File: config.mk
export PLATFORM = sky130hd
export DESIGN_NAME = cookie_attribute_validator_flat
export DESIGN_NICKNAME = d
export VERILOG_FILES = /design/src/rtl/cav_pkg.sv /design/src/rtl/cav_if.sv /design/src/rtl/cookie_attribute_validator.sv /design/src/flat_wrapper.sv
export SDC_FILE = /design/constraint.sdc
export NUM_CORES = 1
export LEC_CHECK = 0
export BUFFER_PORTS_ARGS = -buffer_cell sky130_fd_sc_hd__buf_2
export CORE_MARGIN = 2
export CORE_UTILIZATION = 40
export DETAILED_ROUTE_END_ITERATION = 12
export PLACE_DENSITY = 0.56
export SYNTH_ARGS = -nofsm -noshare
export SYNTH_HDL_FRONTEND = slang
export SYNTH_SLANG_ARGS = --single-unit
export TNS_END_PERCENT = 30
File: constraint.sdc
create_clock -name clk -period 3.3 [get_ports clk]
set_input_delay 0.165 -clock clk [delete_from_list [all_inputs] [get_ports clk]]
set_output_delay 0.165 -clock clk [all_outputs]
set_load 0.02 [all_outputs]
File: src/rtl/cav_pkg.sv
package cav_pkg;

  // counter width of the length trackers
  localparam int LENGTH_BITS = 13;
  // width of the limit registers
  localparam int LIMIT_BITS  = 13;
  // width used for the length compares
  localparam int CMP_BITS    = (LENGTH_BITS + 1 > LIMIT_BITS) ? LENGTH_BITS + 1 : LIMIT_BITS;
  localparam logic [LENGTH_BITS-1:0] LEN_MAX = {LENGTH_BITS{1'b1}};

  localparam int SEC_PFX_LEN  = 9;
  localparam int HOST_PFX_LEN = 7;

  localparam logic [LIMIT_BITS-1:0] MAX_COOKIE_RESET = LIMIT_BITS'(4096);
  localparam logic [LIMIT_BITS-1:0] MAX_PATH_RESET   = LIMIT_BITS'(1024);
  localparam logic [LIMIT_BITS-1:0] MAX_DOMAIN_RESET = LIMIT_BITS'(1024);

  localparam int CFG_INDEX_BITS = 3;

  typedef enum logic [2:0] {
    TAG_NAME  = 3'd0,
    TAG_VALUE = 3'd1,
    TAG_PATH  = 3'd2,
    TAG_HOST  = 3'd3,
    TAG_END   = 3'd4
  } tag_t;

  typedef enum logic [3:0] {
    V_OK           = 4'd0,
    V_EMPTY        = 4'd1,
    V_OVERSIZE     = 4'd2,
    V_BAD_NAME     = 4'd3,
    V_BAD_VALUE    = 4'd4,
    V_PATH_LONG    = 4'd5,
    V_PATH_TAB     = 4'd6,
    V_HOST_LONG    = 4'd7,
    V_PREFIX       = 4'd8,
    V_NONE_SECURE  = 4'd9,
    V_PART_SECURE  = 4'd10
  } verdict_t;

  typedef enum logic [CFG_INDEX_BITS-1:0] {
    CFG_BLOCK_UNICODE   = 3'd0,
    CFG_NONE_REQ_SECURE = 3'd1,
    CFG_PART_REQ_SECURE = 3'd2,
    CFG_MAX_COOKIE      = 3'd3,
    CFG_MAX_PATH        = 3'd4,
    CFG_MAX_DOMAIN      = 3'd5
  } cfg_index_t;

  localparam logic [1:0] SAME_SITE_NONE = 2'd1;

  localparam logic [7:0] CH_TAB   = 8'h09;
  localparam logic [7:0] CH_SEMI  = 8'h3B;
  localparam logic [7:0] CH_EQUAL = 8'h3D;
  localparam logic [7:0] CH_DEL   = 8'h7F;

  // control characters, semicolon and delete; tab is allowed
  function automatic logic ctrl_illegal(input logic [7:0] c);
    return ((c <= 8'h1F) && (c != CH_TAB)) || (c == CH_SEMI) || (c == CH_DEL);
  endfunction

  // ascii upper to lower folding
  function automatic logic [7:0] fold_lower(input logic [7:0] c);
    return ((c >= 8'h41) && (c <= 8'h5A)) ? c + 8'h20 : c;
  endfunction

  // "__secure-" in lower case
  function automatic logic [7:0] sec_pfx_char(input logic [3:0] idx);
    logic [7:0] ch;
    case (idx)
      4'd0:    ch = "_";
      4'd1:    ch = "_";
      4'd2:    ch = "s";
      4'd3:    ch = "e";
      4'd4:    ch = "c";
      4'd5:    ch = "u";
      4'd6:    ch = "r";
      4'd7:    ch = "e";
      4'd8:    ch = "-";
      default: ch = 8'h00;
    endcase
    return ch;
  endfunction

  // "__host-" in lower case
  function automatic logic [7:0] host_pfx_char(input logic [2:0] idx);
    logic [7:0] ch;
    case (idx)
      3'd0:    ch = "_";
      3'd1:    ch = "_";
      3'd2:    ch = "h";
      3'd3:    ch = "o";
      3'd4:    ch = "s";
      3'd5:    ch = "t";
      3'd6:    ch = "-";
      default: ch = 8'h00;
    endcase
    return ch;
  endfunction

endpackage

File: src/rtl/cav_if.sv
interface cav_item_if;
  logic       valid;
  logic       ready;
  logic [2:0] field_tag;
  logic [7:0] data_byte;
  logic       secure_attr;
  logic [1:0] same_site;
  logic       partitioned_attr;

  modport source (
    output valid, field_tag, data_byte, secure_attr, same_site, partitioned_attr,
    input  ready
  );
  modport sink (
    input  valid, field_tag, data_byte, secure_attr, same_site, partitioned_attr,
    output ready
  );
endinterface

interface cav_result_if;
  logic       valid;
  logic       ready;
  logic [3:0] verdict;
  logic       none_secure_warning;

  modport source (output valid, verdict, none_secure_warning, input ready);
  modport sink (input valid, verdict, none_secure_warning, output ready);
endinterface

interface cav_cfg_if;
  logic        valid;
  logic        ready;
  logic [2:0]  index;
  logic [12:0] data;

  modport source (output valid, index, data, input ready);
  modport sink (input valid, index, data, output ready);
endinterface

File: src/rtl/cookie_attribute_validator.sv
// channel   | role   | payload
// cookie    | sink   | field_tag, data_byte, secure_attr, same_site, partitioned_attr
// result    | source | verdict, none_secure_warning
// cfg       | sink   | index, data (register write)
//
// One item per cycle unless stalled: an accepted item is held in the input register, then
// updates the length counters and flags; an end item loads the result register.
// The result register drives the result channel directly.
// Reset (rst, synchronous) restores the registers' reset values and clears the valid flags and cookie state.
// A result waiting at the output holds back only the next end item and the items behind it.
// cfg writes are taken in every cycle.
module cookie_attribute_validator (
  input  logic         clk,
  input  logic         rst,
  cav_item_if.sink     cookie,
  cav_result_if.source result,
  cav_cfg_if.sink      cfg
);
  import cav_pkg::*;

  // configuration registers
  logic                  block_unicode;
  logic                  none_requires_secure;
  logic                  partition_needs_secure;
  logic [LIMIT_BITS-1:0] max_cookie_bytes;
  logic [LIMIT_BITS-1:0] max_path_bytes;
  logic [LIMIT_BITS-1:0] max_domain_bytes;

  // input register
  logic       s1_valid;
  logic [2:0] s1_tag;
  logic [7:0] s1_byte;
  logic       s1_secure;
  logic [1:0] s1_same_site;
  logic       s1_partitioned;

  // cookie state
  logic [LENGTH_BITS-1:0] name_length;
  logic [LENGTH_BITS-1:0] value_length;
  logic [LENGTH_BITS-1:0] path_length;
  logic [LENGTH_BITS-1:0] host_length;
  logic                   name_has_illegal;
  logic                   value_has_illegal;
  logic                   path_has_tab;
  logic                   secure_prefix_alive;
  logic                   host_prefix_alive;

  // result register
  logic       out_valid;
  verdict_t   out_verdict;
  logic       out_warning;

  logic       s1_is_end;
  logic       advance;
  logic       uni_bad;
  logic [7:0] folded;
  verdict_t   verdict_next;
  logic       warning_next;

  assign cfg.ready = 1'b1;

  // register writes
  always_ff @(posedge clk) begin
    if (rst) begin
      block_unicode          <= 1'b0;
      none_requires_secure   <= 1'b1;
      partition_needs_secure <= 1'b1;
      max_cookie_bytes       <= MAX_COOKIE_RESET;
      max_path_bytes         <= MAX_PATH_RESET;
      max_domain_bytes       <= MAX_DOMAIN_RESET;
    end else if (cfg.valid) begin
      case (cfg_index_t'(cfg.index))
        CFG_BLOCK_UNICODE:   block_unicode          <= cfg.data[0];
        CFG_NONE_REQ_SECURE: none_requires_secure   <= cfg.data[0];
        CFG_PART_REQ_SECURE: partition_needs_secure <= cfg.data[0];
        CFG_MAX_COOKIE:      max_cookie_bytes       <= cfg.data;
        CFG_MAX_PATH:        max_path_bytes         <= cfg.data;
        CFG_MAX_DOMAIN:      max_domain_bytes       <= cfg.data;
        default: ;
      endcase
    end
  end

  // an end item moves on only when the result register is free or being read
  assign s1_is_end    = (s1_tag == TAG_END);
  assign advance      = s1_valid && (!s1_is_end || !out_valid || result.ready);
  assign cookie.ready = !s1_valid || advance;

  // input register
  always_ff @(posedge clk) begin
    if (rst) begin
      s1_valid <= 1'b0;
    end else if (cookie.ready) begin
      s1_valid <= cookie.valid;
    end
  end

  always_ff @(posedge clk) begin
    if (cookie.ready && cookie.valid) begin
      s1_tag         <= cookie.field_tag;
      s1_byte        <= cookie.data_byte;
      s1_secure      <= cookie.secure_attr;
      s1_same_site   <= cookie.same_site;
      s1_partitioned <= cookie.partitioned_attr;
    end
  end

  assign uni_bad = block_unicode && s1_byte[7];
  assign folded  = fold_lower(s1_byte);

  // per-byte counters and flags, cleared after each end item
  always_ff @(posedge clk) begin
    if (rst) begin
      name_length         <= '0;
      value_length        <= '0;
      path_length         <= '0;
      host_length         <= '0;
      name_has_illegal    <= 1'b0;
      value_has_illegal   <= 1'b0;
      path_has_tab        <= 1'b0;
      secure_prefix_alive <= 1'b1;
      host_prefix_alive   <= 1'b1;
    end else if (advance) begin
      case (tag_t'(s1_tag))
        TAG_NAME: begin
          if (uni_bad || ctrl_illegal(s1_byte) || s1_byte == CH_EQUAL)
            name_has_illegal <= 1'b1;
          if (name_length != LEN_MAX) name_length <= name_length + 1'b1;
        end
        TAG_VALUE: begin
          if (uni_bad || ctrl_illegal(s1_byte)) value_has_illegal <= 1'b1;
          if (value_length < LENGTH_BITS'(SEC_PFX_LEN)
              && folded != sec_pfx_char(value_length[3:0]))
            secure_prefix_alive <= 1'b0;
          if (value_length < LENGTH_BITS'(HOST_PFX_LEN)
              && folded != host_pfx_char(value_length[2:0]))
            host_prefix_alive <= 1'b0;
          if (value_length != LEN_MAX) value_length <= value_length + 1'b1;
        end
        TAG_PATH: begin
          if (s1_byte == CH_TAB) path_has_tab <= 1'b1;
          if (path_length != LEN_MAX) path_length <= path_length + 1'b1;
        end
        TAG_HOST: begin
          if (host_length != LEN_MAX) host_length <= host_length + 1'b1;
        end
        TAG_END: begin
          name_length         <= '0;
          value_length        <= '0;
          path_length         <= '0;
          host_length         <= '0;
          name_has_illegal    <= 1'b0;
          value_has_illegal   <= 1'b0;
          path_has_tab        <= 1'b0;
          secure_prefix_alive <= 1'b1;
          host_prefix_alive   <= 1'b1;
        end
        default: ;
      endcase
    end
  end

  // verdict in check order
  always_comb begin
    logic [CMP_BITS-1:0] total;
    logic                has_sec;
    logic                has_host;
    logic                none_insecure;
    total         = CMP_BITS'(name_length) + CMP_BITS'(value_length);
    has_sec       = secure_prefix_alive && value_length >= LENGTH_BITS'(SEC_PFX_LEN);
    has_host      = host_prefix_alive && value_length >= LENGTH_BITS'(HOST_PFX_LEN);
    none_insecure = !s1_secure && s1_same_site == SAME_SITE_NONE;
    verdict_next  = V_OK;
    warning_next  = 1'b0;
    if (name_length == '0 && value_length == '0)
      verdict_next = V_EMPTY;
    else if (total > CMP_BITS'(max_cookie_bytes))
      verdict_next = V_OVERSIZE;
    else if (name_has_illegal)
      verdict_next = V_BAD_NAME;
    else if (value_has_illegal)
      verdict_next = V_BAD_VALUE;
    else if (CMP_BITS'(path_length) > CMP_BITS'(max_path_bytes))
      verdict_next = V_PATH_LONG;
    else if (path_has_tab)
      verdict_next = V_PATH_TAB;
    else if (CMP_BITS'(host_length) > CMP_BITS'(max_domain_bytes))
      verdict_next = V_HOST_LONG;
    else if (name_length == '0 && (has_sec || has_host))
      verdict_next = V_PREFIX;
    else if (none_insecure && none_requires_secure)
      verdict_next = V_NONE_SECURE;
    else begin
      warning_next = none_insecure;
      if (partition_needs_secure && s1_partitioned && !s1_secure)
        verdict_next = V_PART_SECURE;
    end
  end

  // result register
  always_ff @(posedge clk) begin
    if (rst) begin
      out_valid <= 1'b0;
    end else if (advance && s1_is_end) begin
      out_valid <= 1'b1;
    end else if (result.ready) begin
      out_valid <= 1'b0;
    end
  end

  always_ff @(posedge clk) begin
    if (advance && s1_is_end) begin
      out_verdict <= verdict_next;
      out_warning <= warning_next;
    end
  end

  assign result.valid               = out_valid;
  assign result.verdict             = out_verdict;
  assign result.none_secure_warning = out_warning;

  // an end item leaves the cookie state at its reset values
  a_clear_after_end: assert property (@(posedge clk) disable iff (rst)
    advance && s1_is_end |=> name_length == '0 && value_length == '0
      && path_length == '0 && host_length == '0 && secure_prefix_alive
      && host_prefix_alive && !name_has_illegal)
    else $error("cookie state not cleared after end item");

  // byte items never shrink the name counter
  a_name_monotonic: assert property (@(posedge clk) disable iff (rst)
    advance && !s1_is_end |=> name_length >= $past(name_length))
    else $error("name length decreased on a byte item");

  // the warning comes only when the rule is not enforced and nothing earlier failed
  a_warning_ctx: assert property (@(posedge clk) disable iff (rst)
    out_valid && out_warning |-> !none_requires_secure
      && (out_verdict == V_OK || out_verdict == V_PART_SECURE))
    else $error("warning with an unexpected verdict");

  // a result is loaded only when the register was free or drained
  a_no_overwrite: assert property (@(posedge clk) disable iff (rst)
    out_valid && !result.ready |-> !(advance && s1_is_end))
    else $error("pending result overwritten");

  // the input side stalls only behind an end item
  a_stall_cause: assert property (@(posedge clk) disable iff (rst)
    !cookie.ready |-> s1_valid && s1_is_end && out_valid && !result.ready)
    else $error("input stalled without a pending end item");

endmodule

File: src/flat_wrapper.sv
// flat-port wrapper written by rule: the top's interface ports become plain ports
module cookie_attribute_validator_flat import cav_pkg::*;
  (clk, rst, cookie_valid, cookie_field_tag, cookie_data_byte, cookie_secure_attr, cookie_same_site, cookie_partitioned_attr, cookie_ready, result_valid, result_verdict, result_none_secure_warning, result_ready, cfg_valid, cfg_index, cfg_data, cfg_ready);
  cav_item_if cookie_i ();
  cav_result_if result_i ();
  cav_cfg_if cfg_i ();
  input  logic clk;
  input  logic rst;
  input wire logic [$bits(cookie_i.valid)-1:0] cookie_valid;
  input wire logic [$bits(cookie_i.field_tag)-1:0] cookie_field_tag;
  input wire logic [$bits(cookie_i.data_byte)-1:0] cookie_data_byte;
  input wire logic [$bits(cookie_i.secure_attr)-1:0] cookie_secure_attr;
  input wire logic [$bits(cookie_i.same_site)-1:0] cookie_same_site;
  input wire logic [$bits(cookie_i.partitioned_attr)-1:0] cookie_partitioned_attr;
  output wire logic [$bits(cookie_i.ready)-1:0] cookie_ready;
  output wire logic [$bits(result_i.valid)-1:0] result_valid;
  output wire logic [$bits(result_i.verdict)-1:0] result_verdict;
  output wire logic [$bits(result_i.none_secure_warning)-1:0] result_none_secure_warning;
  input wire logic [$bits(result_i.ready)-1:0] result_ready;
  input wire logic [$bits(cfg_i.valid)-1:0] cfg_valid;
  input wire logic [$bits(cfg_i.index)-1:0] cfg_index;
  input wire logic [$bits(cfg_i.data)-1:0] cfg_data;
  output wire logic [$bits(cfg_i.ready)-1:0] cfg_ready;
  assign cookie_i.valid = cookie_valid;
  assign cookie_i.field_tag = cookie_field_tag;
  assign cookie_i.data_byte = cookie_data_byte;
  assign cookie_i.secure_attr = cookie_secure_attr;
  assign cookie_i.same_site = cookie_same_site;
  assign cookie_i.partitioned_attr = cookie_partitioned_attr;
  assign cookie_ready = cookie_i.ready;
  assign result_valid = result_i.valid;
  assign result_verdict = result_i.verdict;
  assign result_none_secure_warning = result_i.none_secure_warning;
  assign result_i.ready = result_ready;
  assign cfg_i.valid = cfg_valid;
  assign cfg_i.index = cfg_index;
  assign cfg_i.data = cfg_data;
  assign cfg_ready = cfg_i.ready;
  cookie_attribute_validator u_core (.clk(clk), .rst(rst), .cookie(cookie_i), .result(result_i), .cfg(cfg_i));
endmodule
==> results of run 1 <==
[flip-flops by register name, summed over array words and instances (netlist names), 3 cells and up, named ones only]
| register | count |
|---|---|
| u_core.host_length | 13 |
| u_core.name_length | 13 |
| u_core.s1_byte | 8 |
| u_core.result.verdict | 4 |
| u_core.max_path_bytes | 13 |
| u_core.max_domain_bytes | 13 |
| u_core.max_cookie_bytes | 13 |
| u_core.path_length | 13 |
| u_core.s1_tag | 3 |
| u_core.value_length | 13 |
[area by class of cell]
cell class | count | area (um^2) | share of cell area
Multi-Input combinational cell | 655 | 4334 | 0.4889
Sequential cell | 128 | 2768 | 0.3122
Timing Repair Buffer | 99 | 678.2 | 0.07649
Clock buffer | 22 | 475.5 | 0.05363
Tap cell | 229 | 286.5 | 0.03232
Inverter | 66 | 249.0 | 0.02808
Clock inverter | 10 | 75.07 | 0.008467
[placed cells by master (no fill, tap or decap), types with 30 or more instances in the layout]
cell type	count
xor2_1	30
nand3_1	37
xnor2_1	31
dfxtp_1	104
nand2_1	102
buf_2	42
ha_1	65
buf_4	41
a21oi_1	68
nor2_1	95
inv_1	63
[metrics by stage]
stage	hold slack (ns)	instances
after floorplan	0.2639	880
after global placement	0.3413	1161
after detailed placement	0.3431	1161
after CTS	0.01259	1209
after global routing	0.02619	1209
final	0.02564	1209
[power breakdown]
group          internal [mW]  leakage, nW  switching [mW]
clock                   1.03        0.267           0.714
sequential              1.62         1.07          0.0398
combinational          0.115         2.32           0.156
[worst paths after layout]
| check | startpoint | endpoint | slack (ns) | cells after the start |
|---|---|---|---|---|
| setup reg to reg | u_core.value_length[0]$_SDFFE_PP0P_ | u_core.result.none_secure_warning$_SDFFCE_PP0P_ | 0.01 | 16 |
| setup / recovery | u_core.value_length[0]$_SDFFE_PP0P_ | u_core.result.none_secure_warning$_SDFFCE_PP0P_ | 0.01 | 16 |
| hold reg to reg | u_core.max_cookie_bytes[4]$_SDFFE_PP0P_ | u_core.max_cookie_bytes[4]$_SDFFE_PP0P_ | 0.45 | 2 |
| hold / removal | cfg_data[1] | u_core.max_domain_bytes[1]$_SDFFE_PP0P_ | 0.03 | 3 |
[metal layers]
layer,share of wire,up-vias,track usage
li1,-,3246,-
met1,0.50,2972,0.2757
met2,0.45,105,0.3199
met3,0.035,19,0.03726
met4,0.013,0,0.05901
met5,0,-,0
[cells by family (layout without fill, tap and decap cells)]
logic type / Yosys count / after routing / synth area share
compound gates: 165 / 165 / 0.1408
xor+xnor: 61 / 61 / 0.07201
fa+ha+maj: 67 / 67 / 0.1140
buf+inv: 97 / 197 / 0.05160
flops: 128 / 128 / 0.3723
mux: 7 / 7 / 0.01029
other cells: 1 / 1 / 0.0005054
simple gates: 354 / 354 / 0.2385
[worst register-to-register path, cell delays in order, from the launching register on]
cell	delay (ns)
dfxtp_2	0.33
ha_4	0.17
fa_2	0.34
a21o_1	0.17
a21oi_2	0.17
o21bai_2	0.09
a21o_1	0.17
a41o_1	0.23
a21oi_2	0.15
xnor2_1	0.08
ha_1	0.29
nor2_1	0.04
a31o_2	0.21
a32oi_2	0.21
a211o_1	0.18
nor2_1	0.06
and3_1	0.15
[timing repair]
item                                    CTS  global route
pin swaps                                 7            15
hold buffers                             16             0
gates resized for setup                   6            12
endpoints found under the setup margin    5             5
setup buffers                             0             0
hold endpoints to repair                 16             0
==> metrics.yaml, run 1 <==
final_layout:
  area_growth_pct: 19.49
  layout.nets: 1070
  n_fill_cell: 1772
  antenna_cells: 0
  final_util: 0.4902
  final_area_um2: 8866
  drive_gt1_frac: 0.1490
critical_path:
  critical-path-top-delay-family: "compound AO/OA/AOI/OAI gates"
  required_ns: 3.48
  cp_slowest_cell: "fa_2"
  start_kind: "flip-flop"
  critPathMaxFanout: 3
  max_stage_delay_ns: 0.34
  arrival_ns: 3.47
  endpoint_kind: "flip-flop"
  setup.worst_path.class: "flip-flop to flip-flop"
  cp_cell_sequence: "ha_4 -> fa_2 -> a21o_1 -> a21oi_2 -> o21bai_2 -> a21o_1 -> a41o_1 -> a21oi_2 -> xnor2_1 -> ha_1 -> nor2_1 -> a31o_2 -> a32oi_2 -> a211o_1 -> nor2_1 -> and3_1"
  path_buf_inv: 0
floorplan:
  core_um2: 18090
  rows: 49
  start_util: 0.4102
  ios: 44
  die_area_um2: 19650
  die_y_um: 140.2
  fp.dieW_um: 140.2
placement:
  placed_cell_area_um2: 8100
  pre_cts_slack_ns: -0.1173
  io_buffers: 42
  place.detailed.hpwl_um: 14180
  gp_routability_congestion: 0.8497
grt:
  grt.overflow.total: 0
  antenna_found_initial: 0
  grt_pass1_wl_um: 31080
  grt_max_degree: 51
  grt_pass1_vias: 6070
  grt_usage: 0.1998
detailed_routing:
  postRouteAntennaNets: 0
  wl_um: 18860
  vias: 6342
  drtPass1Iterations: 5
  routed_via_density: 5.246
  routedWlPerCell_um: 15.60
  drc: 0
  drtIter0Drc: 386
sta:
  period_share: 0.9969
  hold_violations: 0
  fin_skew_ns: 0.009044
  tns_ns: 0
  relSlewSlack: 0.5196
  setup_viol: 0
  tightest_slew_ns: 0.7192
  slew_violations: 0
  finalWorstSetupSlack_ns: 0.01036
  fmax_mhz: 304.0
  rsz0062_at_grt: "yes"
  min_period_ns: 3.290
power:
  ir_drop_mv: 0.3600
  finalPower_mw: 3.676
  leakage_nw: 3.662
  power_density_nw_per_um2: 414.6
clocking:
  cts_tree: "yes"
  cts_buffers: 17
  clkTransAtPathRegs_ns: 0.06
  clock_path_buffers: 2
  insertion_delay_ns: 0.42
  clock-sinks: 128
  cts-root-buf: "clkbuf_16"
  htree_levels: 4
flow_run:
  max_cap_viol_count: 0
synthesis:
  synth_top_cells_by_count: "dfxtp_1, nand2_1, nor2_1"
  ys_top_cells_by_area: "dfxtp_1, ha_1, edfxtp_1"
  synth_cell_types: 77
  synthArstFlopShare: 0
  yosysTopAreaCellShare: 0.2914
  syn_area_um2: 7420
  synth_nets: 983
  synth-edff-count: 20
  syn_inst: 880
  ys_seq_area_frac: 0.3723
  ys.warnings.count: 0
  syn_area_per_cell_um2: 8.431
  synth_seq_cells: 128
  yosysTopAreaCell: "dfxtp_1"
  synth_ff_type: "dfxtp_1"
  synth.most_common_cell: "dfxtp_1"
outcome:
  status: "completed"
min_path:
  min_path_type: "primary input to flip-flop"
Power figures use the tool's default switching activity.
==> run 2: changes to the inputs <==
--- a/config.mk
+++ b/config.mk
@@ -7,9 +7,9 @@
 export LEC_CHECK = 0
 export BUFFER_PORTS_ARGS = -buffer_cell sky130_fd_sc_hd__buf_2
 export CORE_MARGIN = 2
-export CORE_UTILIZATION = 40
+export CORE_UTILIZATION = 50
 export DETAILED_ROUTE_END_ITERATION = 12
-export PLACE_DENSITY = 0.56
+export PLACE_DENSITY = 0.68
 export SYNTH_ARGS = -nofsm -noshare
 export SYNTH_HDL_FRONTEND = slang
 export SYNTH_SLANG_ARGS = --single-unit
==> run 2 against run 1 <==
The flow now finishes with violations (negative setup slack). Clock skew decreased by 0.00051 ns. Power decreased by 2.2%. Clock-buffer cell count decreased by 5. Wire length decreased by 2.0%. Worst setup slack got worse by 0.013 ns. Worst hold slack got worse by 0.012 ns. Largest power group unchanged. Highest routed layer unchanged.
==> metrics.yaml, run 2 (same netlist as run 1, synthesis figures left out) <==
detailed_routing:
  drtPass1Iterations: 5
  postRouteAntennaNets: 0
  vias: 6426
  routedWlPerCell_um: 15.89
  drc: 0
  routed_via_density: 5.525
  wl_um: 18480
  drtIter0Drc: 392
clocking:
  cts_buffers: 17
  cts_setup_buffers: 0
  clkTransAtPathRegs_ns: 0.06
  htree_levels: 4
  cts_tree: "yes"
  clock-sinks: 128
  clock_path_buffers: 2
  cts-root-buf: "clkbuf_16"
  insertion_delay_ns: 0.42
power:
  leakage_nw: 3.656
  finalPower_mw: 3.596
  power_density_nw_per_um2: 410.1
  ir_drop_mv: 0.3904
sta:
  hold_ws_ns: 0.01335
  fin_skew_ns: 0.008530
  tightest_slew_ns: 0.7363
  relSlewSlack: 0.5082
  slew_violations: 0
  hold_violations: 0
  finalWorstSetupSlack_ns: -0.002394
  rsz0062_at_grt: "yes"
  setup_viol: 2
  fmax_mhz: 302.8
  min_period_ns: 3.302
  period_share: 1.001
placement:
  place.detailed.hpwl_um: 13520
  placed_cell_area_um2: 8036
  io_buffers: 42
  gp_routability_congestion: 0.8575
critical_path:
  rr_worst_depth: 16
  cp_cell_sequence: "ha_4 -> fa_2 -> a21o_1 -> a21oi_2 -> o21bai_2 -> a21o_1 -> a41o_1 -> a21oi_2 -> xnor2_1 -> ha_1 -> nor2_1 -> a31o_2 -> a32oi_2 -> a211o_1 -> nor2_1 -> and3_1"
  endpoint_kind: "flip-flop"
  setup.worst_path.class: "flip-flop to flip-flop"
  reg2reg_from: "u_core.value_length[0]$_SDFFE_PP0P_"
  arrival_ns: 3.48
  required_ns: 3.48
  start_kind: "flip-flop"
  critPathMaxFanout: 3
  cp_slowest_cell: "fa_2"
  max_stage_delay_ns: 0.36
  crit_start: "u_core.value_length[0]$_SDFFE_PP0P_"
outcome:
  status: "finished with violations"
  violations: "negative setup slack"
grt:
  grt_max_degree: 45
  grt_pass1_vias: 6272
  grt_usage: 0.2405
  grt_pass1_wl_um: 30650
  antenna_found_initial: 0
  grt.overflow.total: 0
min_path:
  min_path_type: "primary input to flip-flop"
  min_from: "cfg_data[1]"
  hold_depth: 3
floorplan:
  ios: 44
  rows: 44
  die_y_um: 125.8
  fp.dieW_um: 125.8
  start_util: 0.5105
  die_area_um2: 15830
  core_um2: 14530
final_layout:
  layout.nets: 1069
  area_growth_pct: 18.18
  most-common-layout-cells: "dfxtp_1, nand2_1, nor2_1"
  drive_gt1_frac: 0.1502
  final_util: 0.6033
  final_common_cell: "dfxtp_1"
  final_area_um2: 8768
  antenna_cells: 0
flow_run:
  max_cap_viol_count: 0
run 2: metrics by stage:
stage	setup TNS, ns	std cells	setup slack (ns)
after floorplan	0	880	0.02621
after global placement	-0.2359	1115	-0.07604
after detailed placement	-0.4777	1115	-0.1286
after CTS	0	1163	0.008137
after global routing	-0.7721	1163	-0.2016
final	-0.003554	1163	-0.002394
run 2: what timing repair did:
| item | 4_1_cts | 5_1_grt |
|---|---|---|
| endpoints found under the hold margin | 16 | 0 |
| hold buffers | 16 | 0 |
| setup endpoints to repair | 4 | 5 |
| pin swaps | 6 | 14 |
| resized for setup | 4 | 12 |
run 2: layout make-up:
class                           count  area (um^2)
Clock inverter                     15        96.34
Sequential cell                   128         2769
Timing Repair Buffer               98        670.6
Inverter                           66        249.0
Tap cell                          184        230.2
Clock buffer                       17        425.4
Multi-Input combinational cell    655         4328
Fill cell                        1353         5766
run 2: per-layer routing:
layer,part of all wire,global-route usage
met1,0.47,0.3166
met2,0.47,0.3946
met3,0.040,0.04036
met4,0.024,0.09890
met5,0,0
run 2: final timing paths:
kind	slack, ns	to
worst max-delay path	-0.002	u_core.result.none_secure_warning$_SDFFCE_PP0P_
worst min-delay path	0.01	u_core.max_domain_bytes[1]$_SDFFE_PP0P_
worst max register to register	-0.002	u_core.result.none_secure_warning$_SDFFCE_PP0P_
worst min register to register	0.45	u_core.max_cookie_bytes[5]$_SDFFE_PP0P_
run 2: power breakdown:
group | internal (mW) | total [mW] | switching (mW)
combinational | 0.114 | 0.267 | 0.153
clock | 0.949 | 1.67 | 0.720
sequential | 1.62 | 1.66 | 0.0400
run 2: worst max-delay path, delay by kind of cell, from the launching register on:
| family | cells | cell delay (ns) |
|---|---|---|
| adders and majority gates | 3 | 0.83 |
| DFF | 1 | 0.34 |
| and+or+nand+nor | 3 | 0.26 |
| xor gates and xnor gates | 1 | 0.09 |
| AOI/OAI and AO/OA | 9 | 1.55 |
